$ cat src/sv/hta_pkg.sv
`default_nettype none

package hta_pkg;

  localparam int unsigned CMD_W    = 3;
  localparam int unsigned HANDLE_W = 6;
  localparam int unsigned VALUE_W  = 32;

  localparam logic [CMD_W-1:0] CMD_CLEAR  = 3'd0;
  localparam logic [CMD_W-1:0] CMD_GET    = 3'd1;
  localparam logic [CMD_W-1:0] CMD_PUT    = 3'd2;
  localparam logic [CMD_W-1:0] CMD_LOOKUP = 3'd3;
  localparam logic [CMD_W-1:0] CMD_INVAL  = 3'd4;
  localparam logic [CMD_W-1:0] CMD_FIND   = 3'd5;

  localparam int unsigned FIRST_SIZE = 4;
  localparam logic [VALUE_W-1:0] MARKER = '1;

  typedef struct packed {
    logic [CMD_W-1:0]    cmd;
    logic [HANDLE_W-1:0] handle_in;
    logic [VALUE_W-1:0]  value_in;
  } in_beat_t;

  typedef struct packed {
    logic [HANDLE_W-1:0] handle_out;
    logic [VALUE_W-1:0]  value_out;
    logic                fault;
  } out_beat_t;

  typedef enum logic [1:0] {
    RD_IDX  = 2'd0,
    RD_H    = 2'd1,
    RD_ONE  = 2'd2,
    RD_NEXT = 2'd3
  } rd_sel_e;

  typedef enum logic [2:0] {
    WR_NONE  = 3'd0,
    WR_EXEC  = 3'd1,
    WR_SCAN  = 3'd2,
    WR_GROW  = 3'd3,
    WR_SWEEP = 3'd4
  } wr_sel_e;

  typedef enum logic [2:0] {
    RES_HOLD = 3'd0,
    RES_ZERO = 3'd1,
    RES_IDX  = 3'd2,
    RES_GROW = 3'd3,
    RES_EXEC = 3'd4
  } res_sel_e;

  typedef enum logic [1:0] {
    IDX_HOLD = 2'd0,
    IDX_ONE  = 2'd1,
    IDX_INC  = 2'd2,
    IDX_GROW = 2'd3
  } idx_op_e;

  typedef enum logic [1:0] {
    SZ_HOLD  = 2'd0,
    SZ_CLEAR = 2'd1,
    SZ_GROW  = 2'd2
  } size_op_e;

  typedef struct packed {
    logic     cap;
    rd_sel_e  rd;
    wr_sel_e  wr;
    res_sel_e res;
    idx_op_e  idx;
    size_op_e size;
    logic     load_out;
  } ctrl_t;

  typedef struct packed {
    logic [CMD_W-1:0] cmd;
    logic             is_null;
    logic             live;
    logic             size_zero;
    logic             scan_hit;
    logic             idx_last;
    logic             grow_ok;
    logic             out_free;
  } sts_t;

endpackage

`default_nettype wire

$ cat src/sv/hta_datapath.sv
`default_nettype none

module hta_datapath #(
  parameter int unsigned TABLE_DEPTH = 64
) (
  input  wire logic               clk_i,
  input  wire logic               rst_ni,
  input  wire hta_pkg::in_beat_t  in_beat_i,
  input  wire hta_pkg::ctrl_t     ctrl_i,
  output hta_pkg::sts_t           sts_o,
  output logic                    out_valid_o,
  input  wire logic               out_stall_i,
  output hta_pkg::out_beat_t      out_beat_o
);

  localparam int unsigned IW = $clog2(TABLE_DEPTH);
  localparam int unsigned SW = $clog2(TABLE_DEPTH + 1);
  localparam int unsigned CW = (SW > hta_pkg::HANDLE_W) ? SW : hta_pkg::HANDLE_W;

  logic [hta_pkg::VALUE_W-1:0] mem [TABLE_DEPTH];
  logic [hta_pkg::VALUE_W-1:0] rdata_q;

  logic [hta_pkg::CMD_W-1:0]    cmd_q;
  logic [hta_pkg::HANDLE_W-1:0] h_q;
  logic [hta_pkg::VALUE_W-1:0]  v_q;

  logic [SW-1:0] size_q, size_d;
  logic [IW-1:0] idx_q, idx_d;
  logic [SW:0]   grown;
  logic [IW-1:0] grow_n;
  logic [IW-1:0] raddr, waddr;
  logic [hta_pkg::VALUE_W-1:0] wdata;
  logic          we;

  hta_pkg::out_beat_t res_q, res_d;
  hta_pkg::out_beat_t out_q;
  logic               out_valid_q, out_valid_d;

  // Input capture
  always_ff @(posedge clk_i) begin
    if (ctrl_i.cap) begin
      cmd_q <= in_beat_i.cmd;
      h_q   <= in_beat_i.handle_in;
      v_q   <= in_beat_i.value_in;
    end
  end

  // First growth lands at handle 1, later ones at the old size.
  assign grown  = (size_q == '0) ? (SW+1)'(hta_pkg::FIRST_SIZE) : {size_q, 1'b0};
  assign grow_n = (size_q == '0) ? IW'(1) : IW'(size_q);

  always_comb begin
    case (ctrl_i.rd)
      hta_pkg::RD_H:    raddr = IW'(h_q);
      hta_pkg::RD_ONE:  raddr = IW'(1);
      hta_pkg::RD_NEXT: raddr = idx_q + IW'(1);
      default:          raddr = idx_q;
    endcase
  end

  always_comb begin
    we    = 1'b0;
    waddr = idx_q;
    wdata = '0;
    case (ctrl_i.wr)
      hta_pkg::WR_EXEC: begin
        waddr = IW'(h_q);
        if (cmd_q == hta_pkg::CMD_PUT) begin
          we = 1'b1;
        end else if (cmd_q == hta_pkg::CMD_INVAL) begin
          we    = 1'b1;
          wdata = hta_pkg::MARKER;
        end
      end
      hta_pkg::WR_SCAN: begin
        we    = (cmd_q == hta_pkg::CMD_GET);
        wdata = v_q;
      end
      hta_pkg::WR_GROW: begin
        we    = 1'b1;
        waddr = grow_n;
        wdata = v_q;
      end
      hta_pkg::WR_SWEEP: begin
        we = 1'b1;
      end
      default: ;
    endcase
  end

  always_ff @(posedge clk_i) begin
    if (we) begin
      mem[waddr] <= wdata;
    end
    rdata_q <= mem[raddr];
  end

  always_comb begin
    case (ctrl_i.idx)
      hta_pkg::IDX_ONE:  idx_d = IW'(1);
      hta_pkg::IDX_INC:  idx_d = idx_q + IW'(1);
      hta_pkg::IDX_GROW: idx_d = grow_n + IW'(1);
      default:           idx_d = idx_q;
    endcase
  end

  always_comb begin
    case (ctrl_i.size)
      hta_pkg::SZ_CLEAR: size_d = '0;
      hta_pkg::SZ_GROW:  size_d = grown[SW-1:0];
      default:           size_d = size_q;
    endcase
  end

  always_ff @(posedge clk_i or negedge rst_ni) begin
    if (!rst_ni) begin
      size_q <= '0;
      idx_q  <= '0;
    end else begin
      size_q <= size_d;
      idx_q  <= idx_d;
    end
  end

  always_comb begin
    res_d = res_q;
    case (ctrl_i.res)
      hta_pkg::RES_ZERO: res_d = '0;
      hta_pkg::RES_IDX: begin
        res_d            = '0;
        res_d.handle_out = hta_pkg::HANDLE_W'(idx_q);
      end
      hta_pkg::RES_GROW: begin
        res_d            = '0;
        res_d.handle_out = hta_pkg::HANDLE_W'(grow_n);
      end
      hta_pkg::RES_EXEC: begin
        res_d = '0;
        if (cmd_q == hta_pkg::CMD_PUT) begin
          res_d.value_out = rdata_q;
        end else if (cmd_q == hta_pkg::CMD_LOOKUP) begin
          res_d.value_out = (rdata_q == hta_pkg::MARKER) ? '0 : rdata_q;
        end else if (cmd_q == hta_pkg::CMD_INVAL) begin
          res_d.fault = (rdata_q == '0);
        end
      end
      default: ;
    endcase
  end

  always_ff @(posedge clk_i) begin
    res_q <= res_d;
  end

  // Output register; the result of the next item may load as this beat leaves.
  always_comb begin
    out_valid_d = out_valid_q;
    if (ctrl_i.load_out) begin
      out_valid_d = 1'b1;
    end else if (out_valid_q && !out_stall_i) begin
      out_valid_d = 1'b0;
    end
  end

  always_ff @(posedge clk_i or negedge rst_ni) begin
    if (!rst_ni) begin
      out_valid_q <= 1'b0;
    end else begin
      out_valid_q <= out_valid_d;
    end
  end

  always_ff @(posedge clk_i) begin
    if (ctrl_i.load_out) begin
      out_q <= res_q;
    end
  end

  assign out_valid_o = out_valid_q;
  assign out_beat_o  = out_q;

  always_comb begin
    sts_o           = '0;
    sts_o.cmd       = cmd_q;
    sts_o.is_null   = (v_q == '0) || (v_q == hta_pkg::MARKER);
    sts_o.live      = (h_q != '0) && (CW'(h_q) < CW'(size_q));
    sts_o.size_zero = (size_q == '0);
    sts_o.scan_hit  = ((cmd_q == hta_pkg::CMD_GET) && (rdata_q == '0)) ||
                      ((cmd_q == hta_pkg::CMD_FIND) && (rdata_q == v_q));
    sts_o.idx_last  = (SW'(idx_q) + SW'(1)) == size_q;
    sts_o.grow_ok   = grown <= (SW+1)'(TABLE_DEPTH);
    sts_o.out_free  = !out_valid_q || !out_stall_i;
  end

  a_size_legal: assert property (@(posedge clk_i) disable iff (!rst_ni)
    (size_q == '0) ||
    ((size_q >= SW'(hta_pkg::FIRST_SIZE)) && (size_q <= SW'(TABLE_DEPTH))))
    else $error("live size out of its legal set");

  a_no_write_slot0: assert property (@(posedge clk_i) disable iff (!rst_ni)
    we |-> (waddr != '0) && (SW'(waddr) < size_d))
    else $error("table write outside the live slots");

  a_load_when_free: assert property (@(posedge clk_i) disable iff (!rst_ni)
    ctrl_i.load_out |-> (!out_valid_q || !out_stall_i))
    else $error("result loaded over a waiting beat");

endmodule

`default_nettype wire

$ cat src/sv/hta_ctrl.sv
`default_nettype none

module hta_ctrl (
  input  wire logic           clk_i,
  input  wire logic           rst_ni,
  input  wire logic           in_valid_i,
  output logic                in_stall_o,
  input  wire hta_pkg::sts_t  sts_i,
  output hta_pkg::ctrl_t      ctrl_o
);

  typedef enum logic [6:0] {
    S_IDLE   = 7'b0000001,
    S_DECODE = 7'b0000010,
    S_EXEC   = 7'b0000100,
    S_SCAN   = 7'b0001000,
    S_GROW   = 7'b0010000,
    S_SWEEP  = 7'b0100000,
    S_DONE   = 7'b1000000
  } state_e;

  state_e state_q, state_d;

  assign in_stall_o = (state_q != S_IDLE);

  always_comb begin
    state_d         = state_q;
    ctrl_o          = '0;
    ctrl_o.rd       = hta_pkg::RD_IDX;
    ctrl_o.wr       = hta_pkg::WR_NONE;
    ctrl_o.res      = hta_pkg::RES_HOLD;
    ctrl_o.idx      = hta_pkg::IDX_HOLD;
    ctrl_o.size     = hta_pkg::SZ_HOLD;
    case (state_q)
      S_IDLE: begin
        if (in_valid_i) begin
          ctrl_o.cap = 1'b1;
          state_d    = S_DECODE;
        end
      end
      S_DECODE: begin
        state_d    = S_DONE;
        ctrl_o.res = hta_pkg::RES_ZERO;
        case (sts_i.cmd)
          hta_pkg::CMD_CLEAR: begin
            ctrl_o.size = hta_pkg::SZ_CLEAR;
          end
          hta_pkg::CMD_GET, hta_pkg::CMD_FIND: begin
            if (!sts_i.is_null) begin
              if (!sts_i.size_zero) begin
                ctrl_o.res = hta_pkg::RES_HOLD;
                ctrl_o.rd  = hta_pkg::RD_ONE;
                ctrl_o.idx = hta_pkg::IDX_ONE;
                state_d    = S_SCAN;
              end else if (sts_i.cmd == hta_pkg::CMD_GET) begin
                ctrl_o.res = hta_pkg::RES_HOLD;
                state_d    = S_GROW;
              end
            end
          end
          hta_pkg::CMD_PUT, hta_pkg::CMD_LOOKUP, hta_pkg::CMD_INVAL: begin
            if (sts_i.live) begin
              ctrl_o.res = hta_pkg::RES_HOLD;
              ctrl_o.rd  = hta_pkg::RD_H;
              state_d    = S_EXEC;
            end
          end
          default: ;
        endcase
      end
      S_EXEC: begin
        ctrl_o.res = hta_pkg::RES_EXEC;
        ctrl_o.wr  = hta_pkg::WR_EXEC;
        state_d    = S_DONE;
      end
      S_SCAN: begin
        // read data holds the slot at idx; the next slot is fetched meanwhile when the scan goes on
        if (sts_i.scan_hit) begin
          ctrl_o.res = hta_pkg::RES_IDX;
          ctrl_o.wr  = hta_pkg::WR_SCAN;
          state_d    = S_DONE;
        end else if (sts_i.idx_last) begin
          if (sts_i.cmd == hta_pkg::CMD_GET) begin
            state_d = S_GROW;
          end else begin
            ctrl_o.res = hta_pkg::RES_ZERO;
            state_d    = S_DONE;
          end
        end else begin
          ctrl_o.rd  = hta_pkg::RD_NEXT;
          ctrl_o.idx = hta_pkg::IDX_INC;
        end
      end
      S_GROW: begin
        if (sts_i.grow_ok) begin
          ctrl_o.wr   = hta_pkg::WR_GROW;
          ctrl_o.res  = hta_pkg::RES_GROW;
          ctrl_o.size = hta_pkg::SZ_GROW;
          ctrl_o.idx  = hta_pkg::IDX_GROW;
          state_d     = S_SWEEP;
        end else begin
          ctrl_o.res = hta_pkg::RES_ZERO;
          state_d    = S_DONE;
        end
      end
      S_SWEEP: begin
        // zero the remaining new slots up to the grown size
        ctrl_o.wr = hta_pkg::WR_SWEEP;
        if (sts_i.idx_last) begin
          state_d = S_DONE;
        end else begin
          ctrl_o.idx = hta_pkg::IDX_INC;
        end
      end
      S_DONE: begin
        if (sts_i.out_free) begin
          ctrl_o.load_out = 1'b1;
          state_d         = S_IDLE;
        end
      end
      default: begin
        state_d = S_IDLE;
      end
    endcase
  end

  always_ff @(posedge clk_i or negedge rst_ni) begin
    if (!rst_ni) begin
      state_q <= S_IDLE;
    end else begin
      state_q <= state_d;
    end
  end

  a_scan_cmd: assert property (@(posedge clk_i) disable iff (!rst_ni)
    (state_q == S_SCAN) |->
      ((sts_i.cmd == hta_pkg::CMD_GET) || (sts_i.cmd == hta_pkg::CMD_FIND)))
    else $error("scan running for a command that does not search");

  a_accept_decode: assert property (@(posedge clk_i) disable iff (!rst_ni)
    (in_valid_i && !in_stall_o) |=> (state_q == S_DECODE))
    else $error("accepted beat not decoded next cycle");

endmodule

`default_nettype wire

$ cat src/sv/handle_table_allocator_unit.sv
`default_nettype none

// Channel  Direction  Handshake              Payload
// in       input      in_valid_i/in_stall_o  hta_pkg::in_beat_t  (cmd, handle_in, value_in)
// out      output     out_valid_o/out_stall_i hta_pkg::out_beat_t (handle_out, value_out, fault)
//
// One item at a time. Clear, null-value, out-of-range and unused-code items go from accept
// through decode to the result; put/lookup/invalidate add a table read and an execute step.
// Get and find scan live slots one per cycle, with no scan if the table is empty;
// a get that grows adds a grow step and then zeroes the rest of the new slots.
// Reset clears the live size but not the table; new slots are zeroed as the size grows, no clearing pass.
// A waiting result beat in the output register does not block accepting the next item.

module handle_table_allocator_unit #(
  parameter int unsigned TABLE_DEPTH = 64
) (
  input  wire logic               clk_i,
  input  wire logic               rst_ni,
  input  wire logic               in_valid_i,
  output logic                    in_stall_o,
  input  wire hta_pkg::in_beat_t  in_beat_i,
  output logic                    out_valid_o,
  input  wire logic               out_stall_i,
  output hta_pkg::out_beat_t      out_beat_o
);

  hta_pkg::ctrl_t ctrl;
  hta_pkg::sts_t  sts;

  hta_ctrl u_ctrl (
    .clk_i      (clk_i),
    .rst_ni     (rst_ni),
    .in_valid_i (in_valid_i),
    .in_stall_o (in_stall_o),
    .sts_i      (sts),
    .ctrl_o     (ctrl)
  );

  hta_datapath #(
    .TABLE_DEPTH (TABLE_DEPTH)
  ) u_datapath (
    .clk_i       (clk_i),
    .rst_ni      (rst_ni),
    .in_beat_i   (in_beat_i),
    .ctrl_i      (ctrl),
    .sts_o       (sts),
    .out_valid_o (out_valid_o),
    .out_stall_i (out_stall_i),
    .out_beat_o  (out_beat_o)
  );

endmodule

`default_nettype wire

$ cat config.mk
export PLATFORM = sky130hd
export DESIGN_NAME = handle_table_allocator_unit
export DESIGN_NICKNAME = d
export VERILOG_FILES = /design/src/sv/hta_pkg.sv /design/src/sv/hta_datapath.sv /design/src/sv/hta_ctrl.sv /design/src/sv/handle_table_allocator_unit.sv
export SDC_FILE = /design/constraint.sdc
export NUM_CORES = 2
export LEC_CHECK = 0
export BUFFER_PORTS_ARGS = -buffer_cell sky130_fd_sc_hd__buf_2
export CAP_MARGIN = 20
export CORE_MARGIN = 2
export CORE_UTILIZATION = 47
export DETAILED_ROUTE_END_ITERATION = 7
export HOLD_SLACK_MARGIN = 0.06
export PLACE_DENSITY = 0.66
export SLEW_MARGIN = 5
export SYNTH_ARGS = -nofsm -noshare
export SYNTH_HDL_FRONTEND = slang
export SYNTH_SLANG_ARGS = --single-unit
$ cat constraint.sdc
create_clock -name clk_i -period 5.55 [get_ports clk_i]
set_input_delay 1.3875 -clock clk_i [delete_from_list [all_inputs] [get_ports clk_i]]
set_output_delay 1.3875 -clock clk_i [all_outputs]
set_load 0.05 [all_outputs]
==> impl_metrics.ini <==
[sta]
tightest_slew_ns = 1.21
timing.slew.headroom = 0.195
setup_violations = 0
whs_ns = 0.418
fin_crit_ns = 5.42
slew_viol_final = 0
setup_ws_ns = 0.126
clock_skew_ns = 0.0440
rsz0062_at_grt = no
post-route-period-util = 0.977
finalHoldViolations = 0
max_freq_mhz = 184

[final_layout]
final_core_util = 0.539
n_fill_cell = 14700
layout-drive-gt1-share = 0.127
layoutNonFillerInstCount = 9140
area_growth_pct = 14.1
regArea_um2 = 66200
multi_input_area_um2 = 20300
nNetsFinal = 6525

[floorplan]
initial_core_util = 0.472
dieArea_um2 = 190000
core.rowCount = 158
fp.dieH_um = 436
die_x_um = 436
coreArea_um2 = 185000
pin_count = 86

[pwr]
comb_power_share = 0.247
clockPowerShare = 0.318
ir_worst_vdd_v = 0.000394
p_sw_frac = 0.325
p_sw_mw = 14.3
p_per_area_nw_per_um2 = 440
internal-power_mw = 29.7
sequentialPowerShare = 0.435
power.leakage_nw = 35.1
p_total_mw = 43.9

[worst_setup_path]
cp_num_buf_inv = 3
arrival_ns = 6.20
criticalPathCategory = register to register
reg2reg_depth = 16
cp-end-kind = register
path_cells = ha_1 -> nand3_1 -> xnor2_1 -> xnor2_1 -> and3_1 -> nor4b_2 -> a211o_4 -> buf_12 -> buf_4 -> nand2_1 -> a22oi_1 -> o22ai_1 -> nor4_1 -> buf_4 -> nor4_1 -> nor3_1
cp-start-kind = register
cpMaxStageDelayCell = nor4_1
reg2reg_slack_ns = 0.13
critPathRequiredTime_ns = 6.32
crit_family = simple AND/OR/NAND/NOR gates
r2r_end = u_datapath.rdata_q[15]
max_stage_delay_ns = 1.02
path_max_fanout = 21
reg2reg_from = u_datapath.idx_q[0]

[logic_synthesis]
synth_edf_count = 2167
synth_top_area_cell = edfxtp_1
mappedNetlistNets = 6301
async_flop_share = 0.00857
yosys_warnings = 0
syn_area_um2 = 87500
netlist.area_leader.share = 0.744
yosys.cell_types.count = 82
synth_cells = 6251
synth-seq-cells = 2218
yosysMostFrequentCell = edfxtp_1
synth_ff_type = edfxtp_1
avgSynthCellArea_um2 = 14.0
synth_common_cells = 2167 x edfxtp_1, 1622 x nand2_1, 357 x nand3_1
synthTopCellsByArea = edfxtp_1 74%, nand2_1 7.0%, mux2i_1 2.8%
ys_seq_area_frac = 0.756

[clock_network]
cts_buffers = 211
cts.sinks = 2218
cts_tree = built
clk_root_buffer_cell = clkbuf_16
cts.path.max_buffers = 3
holdBufCountCts = 0
clkTransAtPathRegs_ns = 0.06
htree_levels = 4
clock_latency_ns = 0.86

[route]
wl_per_cell_um = 28.4
via_per_inst = 6.07
num_vias = 55500
drc_errors = 0
routed_wl_mm = 259
ant_nets = 0
firstDrtPassIters = 6
drt_iter0_drc = 8071

[placed_design]
placed_cells = 8738
dp_hpwl_mm = 155
dp_slack_ns = -0.00132
globalplace.congestion = 0.928
io_buffers = 85

[status]
status = finished clean

[run]
max-cap-violations = 0

[global_routing]
track_usage = 0.269
antenna_found_initial = 11
grt_pass1_vias = 52300
grt_pass1_wl_mm = 371
overflow = 0
grt_max_degree = 107

[worst_hold_path]
worst_hold_path_type = register to register
whs_endpoint = u_datapath.out_beat_o[15]
worstHoldPathCells = 0
min_from = u_datapath.res_q[15]
## metrics by stage
stage          area [µm²]  TNS (ns)
6_report            99900         0
5_1_grt             99900         0
4_1_cts             99800         0
3_5_place_dp        93100  -0.00132
3_3_place_gp        93000    -0.797
2_1_floorplan       87500         0
## registers in the layout, indices dropped and copies added (netlist names)
| signal | count |
|---|---|
| u_datapath.h_q | 6 |
| u_datapath.out_beat_o | 39 |
| u_datapath.out_valid_o | 1 |
| u_datapath.idx_q | 6 |
| u_datapath.res_q | 39 |
| u_datapath.v_q | 32 |
| u_datapath.cmd_q | 3 |
| u_datapath.mem | 2048 |
| u_ctrl.state_q | 7 |
| u_datapath.rdata_q | 32 |
| u_datapath.size_q | 5 |
## how the worst max path moves through the flow
stage               cells after the start  slack (ns)           startpoint                     end
finish                                 16        0.13  u_datapath.idx_q[0]  u_datapath.rdata_q[15]
global route                           17        0.05  u_datapath.idx_q[0]  u_datapath.rdata_q[25]
CTS                                    17        0.07  u_datapath.idx_q[0]  u_datapath.rdata_q[25]
detailed placement                     16      -0.001  u_datapath.idx_q[0]  u_datapath.rdata_q[22]
global placement                       15       -0.31  u_datapath.idx_q[0]  u_datapath.rdata_q[20]
floorplan                              12        1.24    u_ctrl.state_q[1]    u_datapath.mem[0][0]
## metal layers
| layer | vias up | GRT usage | routed length, µm |
|---|---|---|---|
| met5 | - | 0 | 27 |
| met4 | 4 | 0.132 | 14300 |
| met3 | 531 | 0.0643 | 29800 |
| met2 | 3175 | 0.403 | 115000 |
| met1 | 27800 | 0.368 | 99800 |
| li1 | 24000 | - | - |
## cells in the final DEF, fill, tap and decap left out, types with 8 or more instances in the layout
cell       count
a21o_2        29
a21oi_1      307
a22o_1        11
a22oi_1       79
a311oi_1      84
a31oi_1       39
a32oi_1      125
and2_1        32
and3_1        99
buf_12        60
buf_2         87
buf_4        244
bufinv_16     13
clkbuf_1      63
clkbuf_16    212
clkinv_1      48
clkinv_2      32
dfrtp_1       18
dfxtp_1       32
edfxtp_1    2167
inv_1         10
mux2i_1      242
nand2_1     1621
nand3_1      357
nand4_1       50
nor2_1        60
nor2_4        70
nor2b_1        8
nor3_1        29
nor4_1        65
o21ai_0       74
o221ai_1      41
o22ai_1       38
or2_2         11
xnor2_1       36
## cell type report
| cell class | count | share of cell area |
|---|---|---|
| sequential | 2218 | 0.663 |
| multi-input combinational | 3640 | 0.203 |
| clock buffer | 280 | 0.0562 |
| timing repair buffer | 392 | 0.0350 |
| tap | 2480 | 0.0311 |
| clock inverter | 115 | 0.0111 |
| inverter | 12 | 0.000451 |
| antenna | 3 | 0.0000752 |
## cells by family after synthesis
kind of cell | Yosys count | synth area share
buffers and inverters | 393 | 0.0202
adder cells (fa/ha/maj) | 5 | 0.000715
flip-flops | 2218 | 0.756
multiplexers | 242 | 0.0277
XOR/XNOR | 40 | 0.00416
AND/OR/NAND/NOR | 2451 | 0.121
AO/OA/AOI/OAI | 902 | 0.0704
## repair_timing
| item | 4_1_cts | 5_1_grt |
|---|---|---|
| setup buffers | 0 | 0 |
| endpoints found under the setup margin | 1 | 8 |
| resized for setup | 1 | 1 |
## power by group through the flow
| stage | clock [mW] | combinational (mW) | sequential (mW) |
|---|---|---|---|
| final | 14.0 | 10.8 | 19.1 |
| after global routing | 14.7 | 11.6 | 19.1 |
| after CTS | 14.1 | 10.7 | 19.1 |
| after detailed placement | 0 | 10.6 | 19.4 |
| after global placement | 0 | 10.5 | 19.4 |
| after floorplan | 0 | 6.89 | 19.1 |
Power figures use the tool's default switching activity.
